### src/sv/ecpid_pkg.sv
// Shared types and constants for the encoder PID duty controller.
// No dependencies; imported by every module of the block.
package ecpid_pkg;

    localparam int unsigned ADDR_W   = 5;
    localparam int unsigned CFG_W    = 32;
    localparam int unsigned S_DATA_W = 8;
    localparam int unsigned M_DATA_W = 80;

    localparam logic KIND_EDGE = 1'b0;
    localparam logic KIND_TICK = 1'b1;

    typedef enum logic [2:0] {
        REG_TARGET_COUNT   = 3'd0,
        REG_GAIN_P         = 3'd1,
        REG_GAIN_I         = 3'd2,
        REG_GAIN_D         = 3'd3,
        REG_INTEGRAL_LIMIT = 3'd4,
        REG_DUTY_MAX       = 3'd5
    } reg_index_t;

    localparam logic signed [31:0] RST_TARGET_COUNT   = 32'sd300;
    localparam logic [9:0]         RST_GAIN           = 10'd10;
    localparam logic [14:0]        RST_INTEGRAL_LIMIT = 15'd1000;
    localparam logic [15:0]        RST_DUTY_MAX       = 16'd20000;

    localparam logic signed [31:0] ERR_MAX = 32'sh7fff_ffff;
    localparam logic signed [31:0] ERR_MIN = 32'sh8000_0000;

    typedef struct packed {
        logic signed [31:0] target_count;
        logic [9:0]         gain_p;
        logic [9:0]         gain_i;
        logic [9:0]         gain_d;
        logic [14:0]        integral_limit;
        logic [15:0]        duty_max;
    } cfg_t;

    typedef struct packed {
        logic signed [31:0] err;
        logic signed [15:0] integ;
        logic signed [32:0] deriv;
        logic signed [31:0] count;
    } tick_t;

endpackage

### src/sv/ecpid_cfg.sv
// APB register file holding setpoint, gains and clamps.
// Depends on ecpid_pkg.
module ecpid_cfg
    import ecpid_pkg::*;
(
    input  logic              clk,
    input  logic              rst_n,
    input  logic              psel,
    input  logic              penable,
    input  logic              pwrite,
    input  logic [ADDR_W-1:0] paddr,
    input  logic [CFG_W-1:0]  pwdata,
    output logic [CFG_W-1:0]  prdata,
    output logic              pready,
    output cfg_t              cfg
);

    cfg_t       cfg_reg;
    cfg_t       cfg_next;
    reg_index_t idx;

    assign idx    = reg_index_t'(paddr[4:2]);
    assign pready = 1'b1;
    assign cfg    = cfg_reg;

    always_comb
    begin
        cfg_next = cfg_reg;
        if (psel && penable && pwrite)
        begin
            unique case (idx)
                REG_TARGET_COUNT:   cfg_next.target_count   = pwdata;
                REG_GAIN_P:         cfg_next.gain_p         = pwdata[9:0];
                REG_GAIN_I:         cfg_next.gain_i         = pwdata[9:0];
                REG_GAIN_D:         cfg_next.gain_d         = pwdata[9:0];
                REG_INTEGRAL_LIMIT: cfg_next.integral_limit = pwdata[14:0];
                REG_DUTY_MAX:       cfg_next.duty_max       = pwdata[15:0];
                default:            ;
            endcase
        end
    end

    always_comb
    begin
        unique case (idx)
            REG_TARGET_COUNT:   prdata = cfg_reg.target_count;
            REG_GAIN_P:         prdata = {22'd0, cfg_reg.gain_p};
            REG_GAIN_I:         prdata = {22'd0, cfg_reg.gain_i};
            REG_GAIN_D:         prdata = {22'd0, cfg_reg.gain_d};
            REG_INTEGRAL_LIMIT: prdata = {17'd0, cfg_reg.integral_limit};
            REG_DUTY_MAX:       prdata = {16'd0, cfg_reg.duty_max};
            default:            prdata = '0;
        endcase
    end

    always_ff @(posedge clk or negedge rst_n)
    begin
        if (!rst_n)
        begin
            cfg_reg.target_count   <= RST_TARGET_COUNT;
            cfg_reg.gain_p         <= RST_GAIN;
            cfg_reg.gain_i         <= RST_GAIN;
            cfg_reg.gain_d         <= RST_GAIN;
            cfg_reg.integral_limit <= RST_INTEGRAL_LIMIT;
            cfg_reg.duty_max       <= RST_DUTY_MAX;
        end
        else
        begin
            cfg_reg <= cfg_next;
        end
    end

endmodule

### src/sv/ecpid_state.sv
// Input register and state update: encoder count, saturated error,
// clamped integral and derivative. Depends on ecpid_pkg.
module ecpid_state
    import ecpid_pkg::*;
(
    input  logic                clk,
    input  logic                rst_n,
    input  cfg_t                cfg,
    input  logic                s_tvalid,
    output logic                s_tready,
    input  logic [S_DATA_W-1:0] s_tdata,
    input  logic                s_tuser,
    output logic                tick_valid,
    output tick_t               tick,
    input  logic                tick_ready
);

    logic               in_valid_reg;
    logic               in_kind_reg;
    logic               in_a_reg;
    logic               in_b_reg;
    logic signed [31:0] count_reg;
    logic signed [31:0] count_next;
    logic signed [15:0] integ_reg;
    logic signed [31:0] last_err_reg;
    logic               fire;

    logic signed [32:0] diff;
    logic signed [31:0] err;
    logic signed [33:0] isum;
    logic signed [33:0] lim;
    logic signed [33:0] integ_full;

    assign fire       = in_valid_reg && ((in_kind_reg == KIND_EDGE) || tick_ready);
    assign s_tready   = !in_valid_reg || fire;
    assign tick_valid = in_valid_reg && (in_kind_reg == KIND_TICK);

    always_comb
    begin
        count_next = (in_a_reg == in_b_reg) ? count_reg + 32'sd1 : count_reg - 32'sd1;

        diff = {cfg.target_count[31], cfg.target_count} - {count_reg[31], count_reg};
        if (diff[32] != diff[31])
            err = diff[32] ? ERR_MIN : ERR_MAX;
        else
            err = diff[31:0];

        isum = {{18{integ_reg[15]}}, integ_reg} + {{2{err[31]}}, err};
        lim  = {19'd0, cfg.integral_limit};
        priority if (isum > lim)
            integ_full = lim;
        else if (isum < -lim)
            integ_full = -lim;
        else
            integ_full = isum;

        tick.err   = err;
        tick.integ = integ_full[15:0];
        tick.deriv = {err[31], err} - {last_err_reg[31], last_err_reg};
        tick.count = count_reg;
    end

    always_ff @(posedge clk or negedge rst_n)
    begin
        if (!rst_n)
        begin
            in_valid_reg <= 1'b0;
            count_reg    <= '0;
            integ_reg    <= '0;
            last_err_reg <= '0;
        end
        else
        begin
            if (s_tready)
                in_valid_reg <= s_tvalid;
            if (fire)
            begin
                if (in_kind_reg == KIND_EDGE)
                begin
                    count_reg <= count_next;
                end
                else
                begin
                    integ_reg    <= integ_full[15:0];
                    last_err_reg <= err;
                end
            end
        end
    end

    always_ff @(posedge clk)
    begin
        if (s_tready && s_tvalid)
        begin
            in_kind_reg <= s_tuser;
            in_a_reg    <= s_tdata[0];
            in_b_reg    <= s_tdata[1];
        end
    end

endmodule

### src/sv/ecpid_mac.sv
// PID products, sum and duty clamp with the output register.
// Depends on ecpid_pkg.
module ecpid_mac
    import ecpid_pkg::*;
(
    input  logic                clk,
    input  logic                rst_n,
    input  cfg_t                cfg,
    input  logic                tick_valid,
    input  tick_t               tick,
    output logic                tick_ready,
    output logic                m_tvalid,
    input  logic                m_tready,
    output logic [M_DATA_W-1:0] m_tdata
);

    logic               prod_valid_reg;
    logic signed [42:0] prod_p_reg;
    logic signed [26:0] prod_i_reg;
    logic signed [43:0] prod_d_reg;
    logic signed [31:0] prod_err_reg;
    logic signed [31:0] prod_count_reg;
    logic               prod_ready;

    logic               out_valid_reg;
    logic [15:0]        duty_reg;
    logic signed [31:0] err_reg;
    logic signed [31:0] count_reg;
    logic               out_ready;

    logic signed [45:0] sum;
    logic [15:0]        duty_next;

    assign out_ready  = !out_valid_reg || m_tready;
    assign prod_ready = !prod_valid_reg || out_ready;
    assign tick_ready = prod_ready;

    always_comb
    begin
        sum = {{3{prod_p_reg[42]}}, prod_p_reg}
            + {{19{prod_i_reg[26]}}, prod_i_reg}
            + {{2{prod_d_reg[43]}}, prod_d_reg};
        priority if (sum[45])
            duty_next = '0;
        else if (sum > $signed({30'd0, cfg.duty_max}))
            duty_next = cfg.duty_max;
        else
            duty_next = sum[15:0];
    end

    always_ff @(posedge clk or negedge rst_n)
    begin
        if (!rst_n)
        begin
            prod_valid_reg <= 1'b0;
            out_valid_reg  <= 1'b0;
        end
        else
        begin
            if (prod_ready)
                prod_valid_reg <= tick_valid;
            if (out_ready)
                out_valid_reg <= prod_valid_reg;
        end
    end

    always_ff @(posedge clk)
    begin
        if (prod_ready && tick_valid)
        begin
            prod_p_reg     <= $signed({1'b0, cfg.gain_p}) * tick.err;
            prod_i_reg     <= $signed({1'b0, cfg.gain_i}) * tick.integ;
            prod_d_reg     <= $signed({1'b0, cfg.gain_d}) * tick.deriv;
            prod_err_reg   <= tick.err;
            prod_count_reg <= tick.count;
        end
        if (out_ready && prod_valid_reg)
        begin
            duty_reg  <= duty_next;
            err_reg   <= prod_err_reg;
            count_reg <= prod_count_reg;
        end
    end

    assign m_tvalid = out_valid_reg;
    assign m_tdata  = {count_reg, err_reg, duty_reg};

endmodule

### src/sv/encoder_pid_duty_control.sv
// Top level of the encoder PID duty controller.
// Depends on ecpid_pkg, ecpid_cfg, ecpid_state and ecpid_mac.
//
// Input stream: s_tuser is the item kind (0 encoder edge, 1 control tick);
// s_tdata bit 0 is channel A, bit 1 channel B. An edge moves the position
// count up when A equals B, down otherwise. A tick runs the PID update and
// yields one result on the output stream: duty, saturated error, count.
// Edges give no result.
// A tick's result reaches m_tvalid through the input register (loaded at the
// accepting edge), then the multiply register, then the output register.
// Throughput: one item per cycle unless stalled, edges and ticks in any mix.
// Each stage holds its item while the next is full, so a stalled receiver
// fills the pipeline and only then drops s_tready; edges keep flowing as
// long as the input register is not holding a tick.
// Reset clears count, integral and previous error, empties the pipeline and
// loads the default registers (setpoint 300, gains 10, integral limit 1000,
// duty max 20000). Users write registers over APB while idle; not enforced.
module encoder_pid_duty_control
    import ecpid_pkg::*;
(
    input  logic                clk,
    input  logic                rst_n,
    input  logic                s_tvalid,
    output logic                s_tready,
    input  logic [S_DATA_W-1:0] s_tdata,   // [0] chan_a, [1] chan_b, rest zero
    input  logic                s_tuser,   // [0] kind
    output logic                m_tvalid,
    input  logic                m_tready,
    output logic [M_DATA_W-1:0] m_tdata,   // [15:0] duty, [47:16] error_value,
                                           // [79:48] count_value
    input  logic                psel,
    input  logic                penable,
    input  logic                pwrite,
    input  logic [ADDR_W-1:0]   paddr,
    input  logic [CFG_W-1:0]    pwdata,
    output logic [CFG_W-1:0]    prdata,
    output logic                pready
);

    cfg_t  cfg;
    tick_t tick;
    logic  tick_valid;
    logic  tick_ready;

    ecpid_cfg u_cfg (
        .clk     (clk),
        .rst_n   (rst_n),
        .psel    (psel),
        .penable (penable),
        .pwrite  (pwrite),
        .paddr   (paddr),
        .pwdata  (pwdata),
        .prdata  (prdata),
        .pready  (pready),
        .cfg     (cfg)
    );

    ecpid_state u_state (
        .clk        (clk),
        .rst_n      (rst_n),
        .cfg        (cfg),
        .s_tvalid   (s_tvalid),
        .s_tready   (s_tready),
        .s_tdata    (s_tdata),
        .s_tuser    (s_tuser),
        .tick_valid (tick_valid),
        .tick       (tick),
        .tick_ready (tick_ready)
    );

    ecpid_mac u_mac (
        .clk        (clk),
        .rst_n      (rst_n),
        .cfg        (cfg),
        .tick_valid (tick_valid),
        .tick       (tick),
        .tick_ready (tick_ready),
        .m_tvalid   (m_tvalid),
        .m_tready   (m_tready),
        .m_tdata    (m_tdata)
    );

endmodule
### config.mk
export PLATFORM = sky130hd
export DESIGN_NAME = encoder_pid_duty_control
export DESIGN_NICKNAME = d
export VERILOG_FILES = /design/src/sv/ecpid_pkg.sv /design/src/sv/ecpid_cfg.sv /design/src/sv/ecpid_state.sv /design/src/sv/ecpid_mac.sv /design/src/sv/encoder_pid_duty_control.sv
export SDC_FILE = /design/constraint.sdc
export NUM_CORES = 2
export LEC_CHECK = 0
export ABC_AREA = 0
export CAP_MARGIN = 5
export CORE_AREA = 2 2 303 305
export DETAILED_ROUTE_END_ITERATION = 16
export DIE_AREA = 0 0 305 307
export DONT_BUFFER_PORTS = 1
export PLACE_DENSITY_LB_ADDON = 0.15
export REMOVE_ABC_BUFFERS = 1
export SKIP_CTS_REPAIR_TIMING = 1
export SLEW_MARGIN = 10
export SYNTH_ARGS = -nofsm -noshare
export SYNTH_HDL_FRONTEND = slang
export SYNTH_HIERARCHICAL = 1
export SYNTH_SLANG_ARGS = --single-unit
### constraint.sdc
create_clock -name clk -period 20.8 [get_ports clk]
set_input_delay 1.04 -clock clk [delete_from_list [all_inputs] [get_ports clk]]
set_output_delay 1.04 -clock clk [all_outputs]
set_load 0.05 [all_outputs]
Word-level counts from Yosys, hierarchy flattened
Cells that the tools add are included.
{"block": "word_totals", "ff_bits": 437, "latch_bits": 0, "mem_bits_rw": 0, "mem_bits_ro": 0, "input_bits": 53, "memories": 0}
{"block": "classes", "n_addsub": 8, "n_mul": 3, "div": 0, "magnitude_cmp": 3, "eq_ne": 7, "n_shift": 0, "mux": 7, "bitwise": 1, "reduce_logical": 23}
{"operator": "32-bit case mux with 6 select lines", "count": 1}
{"operator": "32-bit two-way mux", "count": 3}
{"operator": "32-bit by 32-bit subtractor with 33-bit output", "count": 2}
{"operator": "16-bit two-way mux", "count": 3}
{"operator": "46-bit adder", "count": 1}
{"operator": "46-bit by 17-bit > comparator with 1-bit output", "count": 1}
{"operator": "43-bit by 27-bit adder with 44-bit output", "count": 1}
{"operator": "11-bit by 33-bit multiplier with 44-bit output", "count": 1}
{"operator": "11-bit by 32-bit multiplier with 43-bit output", "count": 1}
{"operator": "33-bit by 34-bit less-than comparator with 1-bit output", "count": 1}
{"operator": "15-bit negator with 34-bit output", "count": 1}
{"operator": "16-bit by 32-bit adder with 33-bit output", "count": 1}
{"operator": "33-bit by 16-bit > comparator with 1-bit output", "count": 1}
{"operator": "32-bit by 2-bit adder with 32-bit output (second input constant)", "count": 1}
{"operator": "32-bit by 2-bit subtractor with 32-bit output (second input constant)", "count": 1}
{"operator": "11-bit by 16-bit multiplier with 27-bit output", "count": 1}
{"operator": "2-bit AND reduction", "count": 8}
{"operator": "1-bit logical AND", "count": 7}
{"operator": "3-bit by 2-bit equality test with 1-bit output (second input constant)", "count": 2}
{"operator": "3-bit equality test (second input constant)", "count": 2}
{"operator": "1-bit logical OR", "count": 4}
{"operator": "3-bit by 1-bit equality test with 1-bit output (second input constant)", "count": 1}
{"operator": "1-bit logical NOT", "count": 3}
{"operator": "3-bit logical NOT", "count": 1}
{"operator": "3 further kinds", "count": 3}

Longest topological paths before layout
{"block": "depth", "depth_word": 8, "depth_mapped": 62, "mapped_depth_nobuf": 58}

By module
Netlist, hierarchy kept.
{"module": "ecpid_mac", "n_inst": 1, "cells_each": 4205, "area_per_inst_um2": 41193.3}
{"module": "ecpid_state", "n_inst": 1, "cells_each": 1474, "area_per_inst_um2": 11673.7}
{"module": "ecpid_cfg", "n_inst": 1, "cells_each": 309, "area_per_inst_um2": 4370.4}

Least setup slack after synthesis
No wires, ideal clock.
{"block": "synth_timing", "kind": "reg2reg", "start": "reg u_state.count_reg[0]", "end": "reg u_mac.prod_i_reg[26], data pin", "setup_ns": 0.258, "arrival_ns": 12.957, "required_time_ns": 20.542, "slack_ns": 7.585, "stages_incl_launch_ff": 59, "n_path_buf": 4, "synth_period_minus_slack_ns": 13.215, "path_cell_list": "dfrtp_1 > ha_1 > inv_1 > fa_1 > a21o_1 > a21oi_2 > o211ai_1 > a311o_1 > a31oi_1 > o21ai_1 > o41a_1 > a41oi_1 > a21oi_1 > nand2_1 > buf_2 > clkbuf_1 > nand2_1 > ha_1 > [... 23 more ...] > fa_1 > inv_1 > fa_1 > inv_1 > fa_1 > inv_1 > fa_1 > ha_1 > a21o_1 > a21oi_1 > nor2b_1 > nor2_1 > o21ai_1 > a221oi_1 > o21ai_1 > o41a_1 > a211o_1 > xnor2_1"}
{"item": "start, declared", "line": "ecpid_state.sv:22", "source": "logic signed [31:0] count_reg;"}
{"item": "start signal, assigned", "line": "ecpid_state.sv:80", "source": "count_reg <= count_next;"}
{"item": "end signal, assigned", "line": "ecpid_mac.sv:72", "source": "prod_i_reg <= $signed({1'b0, cfg.gain_i}) * tick.integ;"}
{"item": "end, declared", "line": "ecpid_mac.sv:19", "source": "logic signed [26:0] prod_i_reg;"}

==> out/metrics.csv <==
stage;metric;value;unit
status;outcome;completed;
worst_setup_path;Worst path slowest cell;o21ai_1;
clocking;Root Driver;clkbuf_16;
yosys;most common cell in the netlist;inv_1;
floorplan;Boundary Pins;168;
floorplan;CORE AREA;0.09069;sq mm
sta;slew margin rel.;15.20;%
worst_setup_path;crit end category;flop;
worst_setup_path;crit path kind;reg2reg;
clocking;Longest Clk Path Bufs;3;
yosys;Primary FF master, synth;edfxtp_1;
global_routing;Most Used Layer, Global Route;met2;
route;post-route ant nets;0;
yosys;asr flop ratio synth;40.27;%
worst_hold_path;Hold Crit Class;in2async;
global_routing;GR Util met1;48.36;%
cells_and_area;Layout area overhead;4.967;%
global_routing;vias in the first global route;43970;
route;drt first-iter violations;3977;
global_routing;antenna violations before repair;11;
sta;final hold violations;0;
cells_and_area;max FFs per register;93;
sta;Clock Skew;0.04396;ns
route;Pre-antenna DRT Iters;7;
sta;Final period util;82.79;%
floorplan;die span in y;307;microns
worst_setup_path;Setup crit start kind;flop;
worst_setup_path;worst reg2reg endpoint;u_mac/prod_i_reg[26];
worst_setup_path;CP Data Arrival Time;17.64;ns
cells_and_area;Final nets;7166;
route;drt drc;0;
yosys;syn avg cell area;9.559;sq um
cells_and_area;layout cell share with drive strength beyond 1;6.463;%
floorplan;Rows;111;
clocking;clk sink count;437;
yosys;Synth Cell Area;0.05724;sq mm
place;IO Port Bufs;0;
global_routing;grt met2 use;55.02;%
route;vias per inst;6.097;
worst_setup_path;CP required;21.22;ns
global_routing;gr usage total;34.41;%
worst_setup_path;Max FO, Critical Path;32;
worst_setup_path;Critical Path Max Stage Delay;0.95;ns
yosys;Post-Syn Instances;5988;
yosys;number of synthesized register bits;437;
worst_setup_path;RR Startpoint;u_state/count_reg[0];
route;final wirelength;158600;microns
worst_setup_path;reg-to-reg slack, setup;3.58;ns
route;routed len/inst;22.30;microns
sta;Fmax;58.07;MHz
global_routing;pin count of the biggest net entering global routing;177;
yosys;ranking of synthesized cells by area;fa_1 25%, edfxtp_1 14%, ha_1 11%;
yosys;post-synth top area cell;fa_1;
floorplan;DIE WIDTH;305;microns
place;post-DP HPWL;124300;microns
clocking;Skew-Pair Late Insertion Delay;0.67;ns
yosys;yosys warns;6;
clocking;H-tree Lvls;2;
sta;crit path time final;17.22;ns
place;gpl congestion;0.9968;
sta;TNS Setup;0;ns
yosys;Synth cell types;121;
clocking;CTS Buf Count;53;
floorplan;die area;0.09364;sq mm
worst_setup_path;Reg2Reg Depth;54;
yosys;post-synth top area share;24.66;%
global_routing;Remaining Overflow, GRT;0;
sta;RSZ-0062 raised after global routing;no;
clocking;clock slew at reported path FFs;0.06;ns
yosys;synth cell count leaders;853 x inv_1, 705 x fa_1, 633 x nand2_1;
floorplan;Initial Utilization;63.11;%
route;via count;43370;
clocking;CTS tree;yes;
yosys;number of synthesized flops with an enable pin;261;
sta;Least-Margin Pin Slew;1.263;ns
global_routing;first-pass GRT wire length;249600;microns
yosys;sequential fraction of the synthesis area;21.43;%
sta;Final setup viols;0;
cells_and_area;fill count;7307;
sta;max-slew violations;0;
global_routing;routing usage on met3;5.879;%
job;max_cap viols;0;
==> per-stage QoR <==
step	cell area (sq um)	hold slack [ns]	util, %	cells	worst slack (ns)
after global placement	58240	0.4015	64.22	7013	4.058
final	60080	0.08286	66.25	7114	3.579
after floorplan	56230	0.4003	-	5760	6.781
after detailed placement	58240	0.4045	64.22	7013	3.917
after CTS	60080	0.03150	66.24	7112	3.849
after global routing	60080	0.03987	66.24	7112	2.720
==> cell usage in the layout (no fill, tap or decap), types with 11 or more instances in the layout <==
cell,count
buf_4,67
o211ai_1,18
o21a_1,60
or2_2,13
a211o_1,16
mux2i_1,46
nand4_1,40
dfrtp_1,155
a211oi_1,33
nand3_1,74
xnor2_1,199
fa_1,705
nor3_1,69
o31ai_1,16
and3_1,30
xor2_1,88
mux2_2,130
nor4_1,16
ha_1,526
a22oi_1,20
nor2b_1,38
o21ai_1,25
nand2b_1,39
clkbuf_16,54
or3_1,23
edfxtp_1,261
o22ai_1,12
a21oi_1,294
o21bai_1,28
inv_1,853
a31oi_1,38
and2_1,488
dfstp_2,21
and4_1,11
nand2_1,633
o21ai_0,176
nor2_1,211
maj3_1,12
a21o_1,150
==> critical path: cells and delay by family, from the launching register on <==
kind / cells / cell delay (ns)
compound gates: 30 / 8.52
xor+xnor: 2 / 0.30
fa+ha+maj: 10 / 3.89
buf+inv: 5 / 0.42
flops: 1 / 0.49
mux: 1 / 0.32
simple gates: 6 / 2.97
==> cells by family after synthesis <==
| kind of cell | after synthesis | synth area share, % |
|---|---|---|
| buf+inv | 1081 | 7.362 |
| flops | 437 | 21.43 |
| simple gates | 1735 | 15.31 |
| fa+ha+maj | 1243 | 36.37 |
| other cells | 1 | 0.006552 |
| mux | 180 | 3.447 |
| xor+xnor | 287 | 4.392 |
| compound gates | 1024 | 11.69 |
==> layout make-up <==
cell class | count | area (sq um) | share of cell area (%)
Sequential cell | 437 | 12270 | 20.42
Clock buffer | 62 | 1411 | 2.349
Multi-Input combinational cell | 4470 | 40790 | 67.89
Tap cell | 1186 | 1484 | 2.470
Clock inverter | 37 | 421.7 | 0.7018
Inverter | 853 | 3202 | 5.329
Antenna cell | 2 | 5.005 | 0.008330
Timing Repair Buffer | 67 | 503.0 | 0.8372
==> routing by layer <==
| metal | up-vias | share of wire [%] |
|---|---|---|
| li1 | 19660 | - |
| met1 | 21690 | 43 |
| met2 | 1736 | 46 |
| met3 | 290 | 8.1 |
| met4 | 4 | 3.1 |
| met5 | - | 0.017 |
==> worst max path at each step <==
stage                              start                    to  slack, ns  depth (start not counted)
finish              u_state/count_reg[0]  u_mac/prod_i_reg[26]       3.58                         54
global route        u_state/count_reg[0]  u_mac/prod_i_reg[26]       2.72                         54
CTS                 u_state/count_reg[0]  u_mac/prod_i_reg[26]       3.85                         54
detailed placement  u_state/count_reg[0]  u_mac/prod_i_reg[26]       3.92                         54
global placement    u_state/count_reg[0]  u_mac/prod_i_reg[26]       4.06                         54
floorplan           u_state/count_reg[0]  u_mac/prod_i_reg[26]       6.78                         54
Power is not shown: default switching activity piles up to over one toggle a cycle in this logic, so the estimate is an artifact.
